### src/design/mcbm_pkg.sv
package mcbm_pkg;

    // field widths
    localparam int ADDR_W      = 16;
    localparam int DATA_W      = 8;
    localparam int LOW_BANK_W  = 7;
    localparam int HIGH_BANK_W = 8;
    localparam int RAM_BANK_W  = 2;

    // stream widths, padded to whole bytes
    localparam int S_TDATA_W = 24;
    localparam int M_TDATA_W = 24;

    // result field positions in m_tdata
    localparam int LOW_LSB   = 0;
    localparam int HIGH_LSB  = LOW_LSB + LOW_BANK_W;
    localparam int RAMB_LSB  = HIGH_LSB + HIGH_BANK_W;
    localparam int RAMEN_BIT = RAMB_LSB + RAM_BANK_W;
    localparam int MEMWR_BIT = RAMEN_BIT + 1;
    localparam int M_USED_W  = MEMWR_BIT + 1;

    // configuration port
    localparam int CFG_IDX_W  = 2;
    localparam int CFG_DATA_W = 8;
    localparam logic [CFG_IDX_W-1:0] CFG_ROM_BANK_MASK  = 2'd0;
    localparam logic [CFG_IDX_W-1:0] CFG_RAM_BANKING_ON = 2'd1;
    localparam logic [CFG_IDX_W-1:0] CFG_RAM_BANK_MAX   = 2'd2;

    // address regions, by the top three address bits
    localparam logic [2:0] REGION_ENABLE   = 3'b000;
    localparam logic [2:0] REGION_ROM_BANK = 3'b001;
    localparam logic [2:0] REGION_RAM_BANK = 3'b010;
    localparam logic [2:0] REGION_MODE     = 3'b011;

    localparam logic [ADDR_W-1:0] GAME_SELECT_ADDR = 16'hA100;

    // data decode constants
    localparam logic [DATA_W-1:0] RAM_ENABLE_KEY = 8'h0A;
    localparam logic [DATA_W-1:0] UNLOCK_KEY     = 8'hC0;
    localparam logic [DATA_W-1:0] SEL_GAME_A     = 8'h01;
    localparam logic [DATA_W-1:0] SEL_DONE       = 8'hC0;

    localparam logic [LOW_BANK_W-1:0] OFFSET_GAME_A = 7'd2;
    localparam logic [LOW_BANK_W-1:0] OFFSET_OTHER  = 7'd66;

    localparam logic [HIGH_BANK_W-1:0] UPPER_BANK_RESET = 8'd1;
    localparam logic [HIGH_BANK_W-1:0] ROM_MASK_RESET   = 8'hFF;
    localparam logic [RAM_BANK_W-1:0]  RAM_MAX_RESET    = 2'd3;

endpackage

### src/design/multicart_bank_mapper.sv
// multicart bank mapper: one cpu write beat in, one mapping beat out
// an accepted beat's result is on m_* in the next cycle; one beat per cycle
// unless m_tready stalls the output; the bank registers update in the accept cycle
// the output register frees s_tready whenever its beat is taken or empty
// reset (aresetn low, synchronous): banks return to their power-up mapping,
// config registers to their defaults, and no result beat is pending
module multicart_bank_mapper (
    input  logic                                    aclk,
    input  logic                                    aresetn,
    // config write port
    input  logic                                    cfg_we,
    input  logic [mcbm_pkg::CFG_IDX_W-1:0]          cfg_index,
    input  logic [mcbm_pkg::CFG_DATA_W-1:0]         cfg_wdata,
    // input channel
    input  logic                                    s_tvalid,
    output logic                                    s_tready,
    input  logic [mcbm_pkg::S_TDATA_W-1:0]          s_tdata,  // address[15:0], data[23:16]
    // result channel
    output logic                                    m_tvalid,
    input  logic                                    m_tready,
    // low_bank[6:0], high_bank[14:7], ram_bank_out[16:15], ram_enabled[17],
    // mem_write[18], zero[23:19]
    output logic [mcbm_pkg::M_TDATA_W-1:0]          m_tdata
);

    // config registers
    logic [mcbm_pkg::HIGH_BANK_W-1:0] rom_bank_mask_reg;
    logic                             ram_banking_on_reg;
    logic [mcbm_pkg::RAM_BANK_W-1:0]  ram_bank_max_reg;

    // mapper state
    logic                             ram_enable_reg, ram_enable_next;
    logic                             unlock_reg, unlock_next;
    logic [mcbm_pkg::LOW_BANK_W-1:0]  game_offset_reg, game_offset_next;
    logic                             select_done_reg, select_done_next;
    logic [mcbm_pkg::HIGH_BANK_W-1:0] upper_bank_reg, upper_bank_next;
    logic [mcbm_pkg::RAM_BANK_W-1:0]  ram_bank_reg, ram_bank_next;

    // output stage
    logic                             m_tvalid_reg, m_tvalid_next;
    logic [mcbm_pkg::M_TDATA_W-1:0]   m_tdata_reg, m_tdata_next;

    logic                             in_beat;
    logic [mcbm_pkg::ADDR_W-1:0]      addr;
    logic [mcbm_pkg::DATA_W-1:0]      data;
    logic                             mem_write;
    logic [mcbm_pkg::LOW_BANK_W-1:0]  rom_sel;
    logic [mcbm_pkg::HIGH_BANK_W-1:0] rom_sum;
    logic [mcbm_pkg::RAM_BANK_W-1:0]  ram_sel;

    assign addr     = s_tdata[mcbm_pkg::ADDR_W-1:0];
    assign data     = s_tdata[mcbm_pkg::ADDR_W +: mcbm_pkg::DATA_W];
    assign s_tready = !m_tvalid_reg || m_tready;
    assign in_beat  = s_tvalid && s_tready;
    assign m_tvalid = m_tvalid_reg;
    assign m_tdata  = m_tdata_reg;

    // rom bank select: zero maps to one, then add the game offset and mask
    always_comb begin
        rom_sel = data[mcbm_pkg::LOW_BANK_W-1:0];
        if (rom_sel == '0) begin
            rom_sel = mcbm_pkg::LOW_BANK_W'(1);
        end
        rom_sum = ({1'b0, rom_sel} + {1'b0, game_offset_reg}) & rom_bank_mask_reg;
    end

    // ram bank select, clamped to the highest bank
    always_comb begin
        ram_sel = data[mcbm_pkg::RAM_BANK_W-1:0];
        if (ram_sel > ram_bank_max_reg) begin
            ram_sel = ram_bank_max_reg;
        end
    end

    // decode one write beat
    always_comb begin
        ram_enable_next  = ram_enable_reg;
        unlock_next      = unlock_reg;
        game_offset_next = game_offset_reg;
        select_done_next = select_done_reg;
        upper_bank_next  = upper_bank_reg;
        ram_bank_next    = ram_bank_reg;
        mem_write        = 1'b0;
        case (addr[mcbm_pkg::ADDR_W-1 -: 3])
            mcbm_pkg::REGION_ENABLE: begin
                ram_enable_next = (data & mcbm_pkg::RAM_ENABLE_KEY) == mcbm_pkg::RAM_ENABLE_KEY;
                unlock_next     = (data & mcbm_pkg::UNLOCK_KEY) == mcbm_pkg::UNLOCK_KEY;
            end
            mcbm_pkg::REGION_ROM_BANK: begin
                upper_bank_next = rom_sum;
            end
            mcbm_pkg::REGION_RAM_BANK: begin
                if (ram_banking_on_reg) begin
                    ram_bank_next = ram_sel;
                end
            end
            mcbm_pkg::REGION_MODE: begin
                // no effect
            end
            default: begin
                if (addr == mcbm_pkg::GAME_SELECT_ADDR && unlock_reg && !select_done_reg) begin
                    if (data == mcbm_pkg::SEL_GAME_A) begin
                        game_offset_next = mcbm_pkg::OFFSET_GAME_A;
                    end else if (data != mcbm_pkg::SEL_DONE) begin
                        game_offset_next = mcbm_pkg::OFFSET_OTHER;
                    end else begin
                        select_done_next = 1'b1;
                    end
                    upper_bank_next = {1'b0, game_offset_next} + mcbm_pkg::HIGH_BANK_W'(1);
                end else begin
                    mem_write = 1'b1;
                end
            end
        endcase
    end

    // result beat and output handshake
    always_comb begin
        m_tvalid_next = m_tvalid_reg && !m_tready;
        m_tdata_next  = m_tdata_reg;
        if (in_beat) begin
            m_tvalid_next = 1'b1;
            m_tdata_next  = {
                (mcbm_pkg::M_TDATA_W - mcbm_pkg::M_USED_W)'(0),
                mem_write,
                ram_enable_next,
                ram_bank_next,
                upper_bank_next,
                game_offset_next
            };
        end
    end

    // config registers
    always_ff @(posedge aclk) begin
        if (!aresetn) begin
            rom_bank_mask_reg  <= mcbm_pkg::ROM_MASK_RESET;
            ram_banking_on_reg <= 1'b0;
            ram_bank_max_reg   <= mcbm_pkg::RAM_MAX_RESET;
        end else if (cfg_we) begin
            case (cfg_index)
                mcbm_pkg::CFG_ROM_BANK_MASK: begin
                    rom_bank_mask_reg <= cfg_wdata[mcbm_pkg::HIGH_BANK_W-1:0];
                end
                mcbm_pkg::CFG_RAM_BANKING_ON: begin
                    ram_banking_on_reg <= cfg_wdata[0];
                end
                mcbm_pkg::CFG_RAM_BANK_MAX: begin
                    ram_bank_max_reg <= cfg_wdata[mcbm_pkg::RAM_BANK_W-1:0];
                end
                default: begin
                    // unused index
                end
            endcase
        end
    end

    // mapper state, updated on each accepted beat
    always_ff @(posedge aclk) begin
        if (!aresetn) begin
            ram_enable_reg  <= 1'b0;
            unlock_reg      <= 1'b0;
            game_offset_reg <= '0;
            select_done_reg <= 1'b0;
            upper_bank_reg  <= mcbm_pkg::UPPER_BANK_RESET;
            ram_bank_reg    <= '0;
        end else if (in_beat) begin
            ram_enable_reg  <= ram_enable_next;
            unlock_reg      <= unlock_next;
            game_offset_reg <= game_offset_next;
            select_done_reg <= select_done_next;
            upper_bank_reg  <= upper_bank_next;
            ram_bank_reg    <= ram_bank_next;
        end
    end

    // output register
    always_ff @(posedge aclk) begin
        if (!aresetn) begin
            m_tvalid_reg <= 1'b0;
        end else begin
            m_tvalid_reg <= m_tvalid_next;
        end
    end

    always_ff @(posedge aclk) begin
        m_tdata_reg <= m_tdata_next;
    end

endmodule

### config.mk
export PLATFORM = sky130hd
export DESIGN_NAME = multicart_bank_mapper
export DESIGN_NICKNAME = d
export VERILOG_FILES = /design/src/design/mcbm_pkg.sv /design/src/design/multicart_bank_mapper.sv
export SDC_FILE = /design/constraint.sdc
export NUM_CORES = 1
export LEC_CHECK = 0
export ABC_AREA = 1
export BUFFER_PORTS_ARGS = -buffer_cell sky130_fd_sc_hd__buf_2
export CORE_MARGIN = 4
export CORE_UTILIZATION = 35
export CTS_CLUSTER_SIZE = 10
export DETAILED_ROUTE_END_ITERATION = 8
export PLACE_DENSITY_LB_ADDON = 0.3
export SLEW_MARGIN = 0
export SYNTH_ARGS = -nofsm -noshare
export SYNTH_HDL_FRONTEND = slang
export SYNTH_SLANG_ARGS = --single-unit
### constraint.sdc
create_clock -name aclk -period 3.85 [get_ports aclk]
set_input_delay 0.77 -clock aclk [delete_from_list [all_inputs] [get_ports aclk]]
set_output_delay 0.77 -clock aclk [all_outputs]
set_load 0.01 [all_outputs]
==> results of run 1 <==
## final timing paths
check / slack (ns) / to / depth (start not counted)
worst max register to register: 1.79 / ram_enable_reg$_SDFFE_PN0P_ / 6
worst max-delay path: 1.33 / m_tdata[11]$_DFFE_PP_ / 13
worst min register to register: 0.46 / ram_enable_reg$_SDFFE_PN0P_ / 2
worst min-delay path: 0.46 / ram_enable_reg$_SDFFE_PN0P_ / 2
## stage by stage
step	worst slack (ns)	power [mW]	util [%]	cell area [sq um]	hold slack, ns
4_1_cts	1.35	1.15	41.7	3410	0.464
3_5_place_dp	1.03	0.777	40.3	3300	0.450
3_3_place_gp	1.09	0.773	40.3	3300	0.436
5_1_grt	1.16	1.20	41.7	3410	0.490
2_1_floorplan	1.36	0.716	-	2950	0.425
6_report	1.33	1.14	41.7	3410	0.456
## power groups by stage
stage	combinational, mW	sequential [mW]	clock [mW]
after CTS	0.163	0.602	0.386
after global routing	0.184	0.606	0.408
after global placement	0.159	0.614	0
after detailed placement	0.162	0.615	0
final	0.161	0.602	0.373
after floorplan	0.0962	0.620	0
## layer usage
layer  vias up  part of all wire [%]  track usage [%]
li1       1353                     -                -
met1      1168                    47             20.1
met2        75                    45             24.5
met3         4                   7.4             2.95
met4         0                  0.99             2.31
met5         -                     0                0
## worst register-to-register path, delay by kind of cell, from the launching register on
family / cells / cell delay [ns]
buffers and inverters: 1 / 0.72
and+or+nand+nor: 3 / 0.63
DFF: 1 / 0.32
AOI/OAI and AO/OA: 2 / 0.29
## layout make-up
type / instances / area share, %
tap: 105 / 3.85
sequential: 51 / 35.5
inverter: 73 / 8.04
timing repair buffer: 60 / 8.88
clock inverter: 3 / 1.28
multi-input combinational: 253 / 40.4
clock buffer: 5 / 2.02
## logic make-up after synthesis
logic type,count (synthesis),synth area share (%)
adder cells (fa/ha/maj),12,5.36
XOR/XNOR,2,0.596
other,1,0.128
flip-flops,51,41.2
AND/OR/NAND/NOR,183,30.7
AO/OA/AOI/OAI,51,9.54
buffers and inverters,87,12.4
## layout by cell type (no fill, tap or decap), types with 2 or more instances in the layout
| cell | instances |
|---|---|
| a21oi_1 | 20 |
| buf_2 | 59 |
| clkbuf_8 | 5 |
| clkinv_1 | 2 |
| conb_1 | 5 |
| dfxtp_1 | 32 |
| edfxtp_1 | 19 |
| ha_1 | 11 |
| inv_1 | 66 |
| inv_2 | 5 |
| nand2_1 | 73 |
| nand2_2 | 2 |
| nand3_1 | 37 |
| nand3_2 | 5 |
| nand3b_1 | 5 |
| nand4_1 | 8 |
| nor2_1 | 36 |
| nor2_2 | 3 |
| nor2_4 | 5 |
| nor3_1 | 5 |
| o211ai_1 | 6 |
| o21ai_0 | 15 |
| o21ai_1 | 6 |
## Yosys cell counts, drive strengths merged
library cell / instances
o22ai: 1
nor3: 6
fa: 1
nor2: 45
o21ai: 21
xor2: 1
o21a: 1
clkinv: 2
clkbuf: 6
nand2: 76
inv: 71
a21oi: 21
o211ai: 6
buf: 7
nand4: 8
dlygate4sd3: 1
dfxtp: 32
xnor2: 1
edfxtp: 19
nand3b: 5
conb: 1
nand3: 43
ha: 11
a22oi: 1
==> summary.txt, run 1 <==
Critical path
  • Setup crit start kind: input port
  • Reg-to-reg startpoint: m_tvalid$_SDFF_PN0_
  • Critical path type: input port to flop
  • Endpoint class of the critical path: flop
  • Crit path largest cell delay: around 0.42 ns
  • WP data arrival: approximately 2.6 ns
  • CP Max Fanout: 3
  • CP Buf/Inv Count: 3
  • Crit path max-delay cell type: fa_1
  • CP startpoint: s_tdata[21]
  • Delay-heaviest family, CP: adder cells
  • Cells along the critical path: buf_2 -> nor2_1 -> nand3_1 -> o21ai_0 -> ha_1 -> inv_1 -> fa_1 -> nor2_1 -> o21ai_0 -> nand3_1 -> o22ai_1 -> inv_1 -> nand2_1
  • WP data required: ~3.9 ns

Pwr
  • Leakage: approximately 1.7 nW
  • Sequential share of power: roughly 53%
  • Sw Share: between 20 and 30%
  • Int Pwr: ~0.84 mW
  • VDD IR max: 169 uV
  • Clock power frac: 32.9%
  • P_sw: 0.291 mW
  • Power share of the combinational group: roughly 14%
  • Power density cells: approximately 330 mW/mm^2

Floorplan
  • Core outline area: a little over 0.008 sq mm
  • Initial Utilization: 36.0%
  • Die area: approximately 0.0099 sq mm
  • Row count: 33
  • Die H: roughly 100 microns
  • Die width: roughly 100 microns
  • I/O pin total: 65

Logic synthesis
  • Area contributors post-synth: dfxtp_1, edfxtp_1, nand2_1, inv_1, nand3_1
  • Mapped Area: between 0.002 and 0.003 sq mm
  • Synth top area share: a little over a fifth
  • Post-synthesis cell type count: 37
  • Register area share after synthesis: 41.2%
  • Syn Area/Cell: approximately 7.6 sq um
  • Yosys warnings: 0
  • FF+latch count, synth: just over 50
  • Gate Count Post-Synth: between 300 and 400
  • Cell taking the most area after synthesis: dfxtp_1

Outcome
  • Status: finished clean

CTS
  • # hold bufs at CTS: 0
  • Skew-Pair Late Insertion Delay: 0.30 ns
  • Post-CTS Resized: 0
  • Post-CTS Setup Bufs: 0
  • H-tree depth: 2
  • Clk sink count: between 50 and 60
  • Clock edge transition at the registers on the reported setup and hold paths: around 0.090 ns
  • CTS buffer count: 5
  • CTS root buf: clkbuf_8
  • CTS tree: done
  • CTS max path bufs: 2

Placement
  • Port-buffer cells: 59
  • Inst Count DP: about 540
  • GPL Wtd Cong: around 0.94
  • Final HPWL DP: 5620 microns

STA
  • Fmax: approximately 0.40 GHz
  • Tmin final: 2.52 ns
  • Final Skew: roughly 0.006 ns
  • Setup TNS: 0 ns
  • Slew @ Worst Pin: ~0.80 ns
  • Fin. max-slew vios: 0
  • Unrepaired setup endpoints after global routing: false
  • Hold Fails Final Rpt: 0
  • Setup Viol. Count Final: 0
  • Period utilization: between 60% and 70%
  • Max_slew headroom: a little under half

Global routing
  • Vias in the first global route: ~2,600
  • Initial antenna violation count: 0
  • Grt ovf: 0
  • Global-route wire length before repair: around 12,000 microns
  • Largest net degree at the start of global routing: 22
  • Tot GR Track Use: 14.7%

Run
  • Max-Cap Viols: 0

Layout
  • Final std cells w/o fill: 550
  • Layout cells sized above 1: 20.9%
  • Layout Nets: 495
  • ANT cells: 0
  • Max FFs per register: 19
  • Multi-input logic area: about 0.0014 sq mm
  • Reg area: ~0.0012 sq mm
  • Area Overhead vs Synth: 16.0%
  • Fillers: between 800 and 900

Drt
  • Post-Route WL: just over 7000 microns
  • First DRT Iteration DRCs: ~160
  • WL per Instance: 12.9 microns
  • Final ANT Viol Nets: 0
  • Via Count: approximately 2,600
  • # DRC: 0
  • First-pass iteration count of the detailed router: 4
  • Via density: 4.73

Min path
  • Worst min-delay path class: flop to flop
  • Worst Hold Launch: ram_enable_reg$_SDFFE_PN0P_
Power figures use the tool's default switching activity.
==> run 2, diff against run 1 <==
==> constraint.sdc (replaced) <==
create_clock -name aclk -period 2.65 [get_ports aclk]
set_input_delay 0.53 -clock aclk [delete_from_list [all_inputs] [get_ports aclk]]
set_output_delay 0.53 -clock aclk [all_outputs]
set_load 0.01 [all_outputs]
==> run 2 against run 1 <==
  * First-iteration DRC count down 35%
  * Core utilization about the same
  * Register-to-register slack worse by 1.1 ns
  * Global-route usage up 0.40 points
  * Clock power up 22%
  * Die area unchanged
  * Clock skew up 0.0017 ns
==> summary.txt, run 2 (synthesis results as in run 1) <==
CTS
  • Post-CTS Resized: 0 (unchanged)
  • CTS max path bufs: 2 (unchanged)
  • CTS root buf: clkbuf_8
  • CTS buffer count: 5 (unchanged)
  • # hold bufs at CTS: 0 (unchanged)
  • Skew-Pair Late Insertion Delay: 0.30 ns (about the same)
  • Clk sink count: 51 (unchanged)
  • CTS tree: done
  • H-tree depth: 2 (unchanged)
  • Post-CTS Setup Bufs: 0 (unchanged)
  • Clock edge transition at the registers on the reported setup and hold paths: 0.10 ns (about the same)

Run
  • Max-Cap Viols: 0 (unchanged)

Critical path
  • Crit path max-delay cell type: fa_1
  • Critical path type: input port to flop
  • Setup crit start kind: input port
  • Cells along the critical path: buf_2 -> nor2_1 -> nand3_1 -> o21ai_0 -> ha_1 -> inv_1 -> fa_1 -> nor2_1 -> o21ai_0 -> nand3_1 -> o22ai_1 -> inv_1 -> nand2_1
  • CP Max Fanout: 3 (unchanged)
  • WP data arrival: 2.32 ns (-0.26 ns)
  • WP data required: 2.71 ns (-1.19 ns)
  • Endpoint class of the critical path: flop
  • Crit path largest cell delay: 0.41 ns (about the same)

STA
  • Hold Fails Final Rpt: 0 (unchanged)
  • Fmax: between 0.4 and 0.5 GHz
  • Setup TNS: 0 ns (unchanged)
  • Setup Viol. Count Final: 0 (unchanged)
  • Slew @ Worst Pin: 0.589 ns (-0.210 ns)
  • Final Skew: 0.00775 ns (+0.00174 ns)
  • Max_slew headroom: 60.5% (+14 points)
  • Period utilization: a little under nine tenths
  • Fin. max-slew vios: 0 (unchanged)
  • Tmin final: 2.26 ns
  • Unrepaired setup endpoints after global routing: false

Global routing
  • Largest net degree at the start of global routing: 21 (-4.5%)
  • Grt ovf: 0 (unchanged)
  • Global-route wire length before repair: 12,100 microns (+2.2%)
  • Tot GR Track Use: 15.1% (+0.40 points)
  • Vias in the first global route: 2,560 (+0.39%)
  • Initial antenna violation count: 0 (unchanged)

Floorplan
  • Die width: 99.6 microns (unchanged)
  • Die H: 99.6 microns (unchanged)
  • Core outline area: 0.00818 sq mm (unchanged)
  • Row count: 33 (unchanged)
  • Die area: 0.00993 sq mm (unchanged)
  • I/O pin total: 65 (unchanged)
  • Initial Utilization: 36.0% (unchanged)

Placement
  • Inst Count DP: 546 (+0.74%)
  • Final HPWL DP: 5780 microns (+2.8%)
  • Port-buffer cells: 59 (unchanged)
  • Placed cell area: 0.00333 sq mm (+0.91%)
  • GPL Wtd Cong: 0.935 (about the same)

Outcome
  • Status: finished clean

Layout
  • Max FFs per register: 19 (unchanged)
  • Fillers: 856 (-0.58%)
  • Most frequent cells in the layout: nand2_1, inv_1, buf_2
  • Final std cells w/o fill: 554 (+0.73%)
  • ANT cells: 0 (unchanged)
  • Final instance area: 0.00341 sq mm (about the same)
  • Layout cells sized above 1: 21.4% (+0.48 points)
  • Final core occ: 41.7% (about the same)
  • Layout Nets: 499 (+0.81%)
  • Commonest non-fill, non-tap cell in the layout: nand2_1
  • Area Overhead vs Synth: 16.0% (about the same)

Drt
  • Final ANT Viol Nets: 0 (unchanged)
  • First-pass iteration count of the detailed router: 4 (unchanged)
  • # DRC: 0 (unchanged)
  • Via Count: 2,598 (-0.077%)
  • Post-Route WL: 7270 microns (+2.5%)
  • WL per Instance: 13.1 microns (+1.8%)
  • First DRT Iteration DRCs: 102 (-35%)
  • Via density: 4.69 (-0.80%)

Pwr
  • P_sw: 0.434 mW (+49%)
  • Leakage: 1.73 nW (+0.38%)
  • Sw Share: 27.7% (+2.0 points)
  • VDD IR max: 179 uV (+6.4%)
  • Power density cells: 461 mW/mm^2 (+38%)
  • Int Pwr: 1.14 mW (+35%)
  • Clock power frac: 29.0% (-3.9 points)
  • Sequential share of power: 55.7% (+2.7 points)
  • Power share of the combinational group: 15.4% (+1.2 points)
  • Total power draw: 1.57 mW (+38%)

Min path
  • Worst min-delay path class: input port to flop
## run 2: cell count changes in the layout (fill, tap and decap cells not counted)
cell       change
bufinv_16      -1
clkinv_4       -1
clkbuf_1       +1
inv_4          +1
buf_4          +4
## run 2: worst max-delay path: cells and delay by family
family / cells / cell delay (ns)
AO/OA/AOI/OAI: 3 / 0.36
adder cells (fa/ha/maj): 2 / 0.61
AND/OR/NAND/NOR: 5 / 0.58
buffers and inverters: 3 / 0.25
## run 2: area by class of cell
cell class              instances  area [sq um]  area share [%]
multi-input cells             253          1380            40.4
flip-flops and latches         51          1210            35.5
repair buffers                 64           333            9.76
inverters                      73           274            8.03
well taps                     105           131            3.85
clock buffers                   6          72.6            2.13
clock inverters                 2          11.3           0.330
## run 2: final timing paths
| kind | start | endpoint | slack (ns) | depth (start not counted) |
|---|---|---|---|---|
| worst max register to register | game_offset_reg[2]$_SDFFE_PN0P_ | m_tdata[12]$_DFFE_PP_ | 0.72 | 9 |
| worst min-delay path | cfg_wdata[7] | rom_bank_mask_reg[7]$_SDFFE_PN1P_ | 0.44 | 3 |
| worst min register to register | ram_enable_reg$_SDFFE_PN0P_ | ram_enable_reg$_SDFFE_PN0P_ | 0.47 | 2 |
| worst max-delay path | s_tdata[21] | m_tdata[11]$_DFFE_PP_ | 0.39 | 13 |
## run 2: metal layers
layer | part of all wire, % | GRT usage, % | vias up | routed length, microns
met5 | 0 | 0 | - | 0
met4 | 0.70 | 3.68 | 0 | 51
met3 | 7.4 | 3.09 | 4 | 536
met2 | 45 | 24.8 | 69 | 3240
met1 | 47 | 20.5 | 1166 | 3440
li1 | - | - | 1359 | -
## run 2: stage by stage
step,hold WS [ns],setup WS [ns]
after floorplan,0.425,0.404
after global placement,0.437,0.118
after detailed placement,0.451,0.0816
after CTS,0.433,0.413
after global routing,0.438,0.170
final,0.442,0.388
## run 2: power by group through the flow
stage	combinational (mW)	sequential, mW	clock [mW]
final	0.241	0.875	0.455
after CTS	0.242	0.875	0.473
after floorplan	0.140	0.901	0
after detailed placement	0.241	0.893	0
after global placement	0.237	0.892	0
after global routing	0.274	0.880	0.499
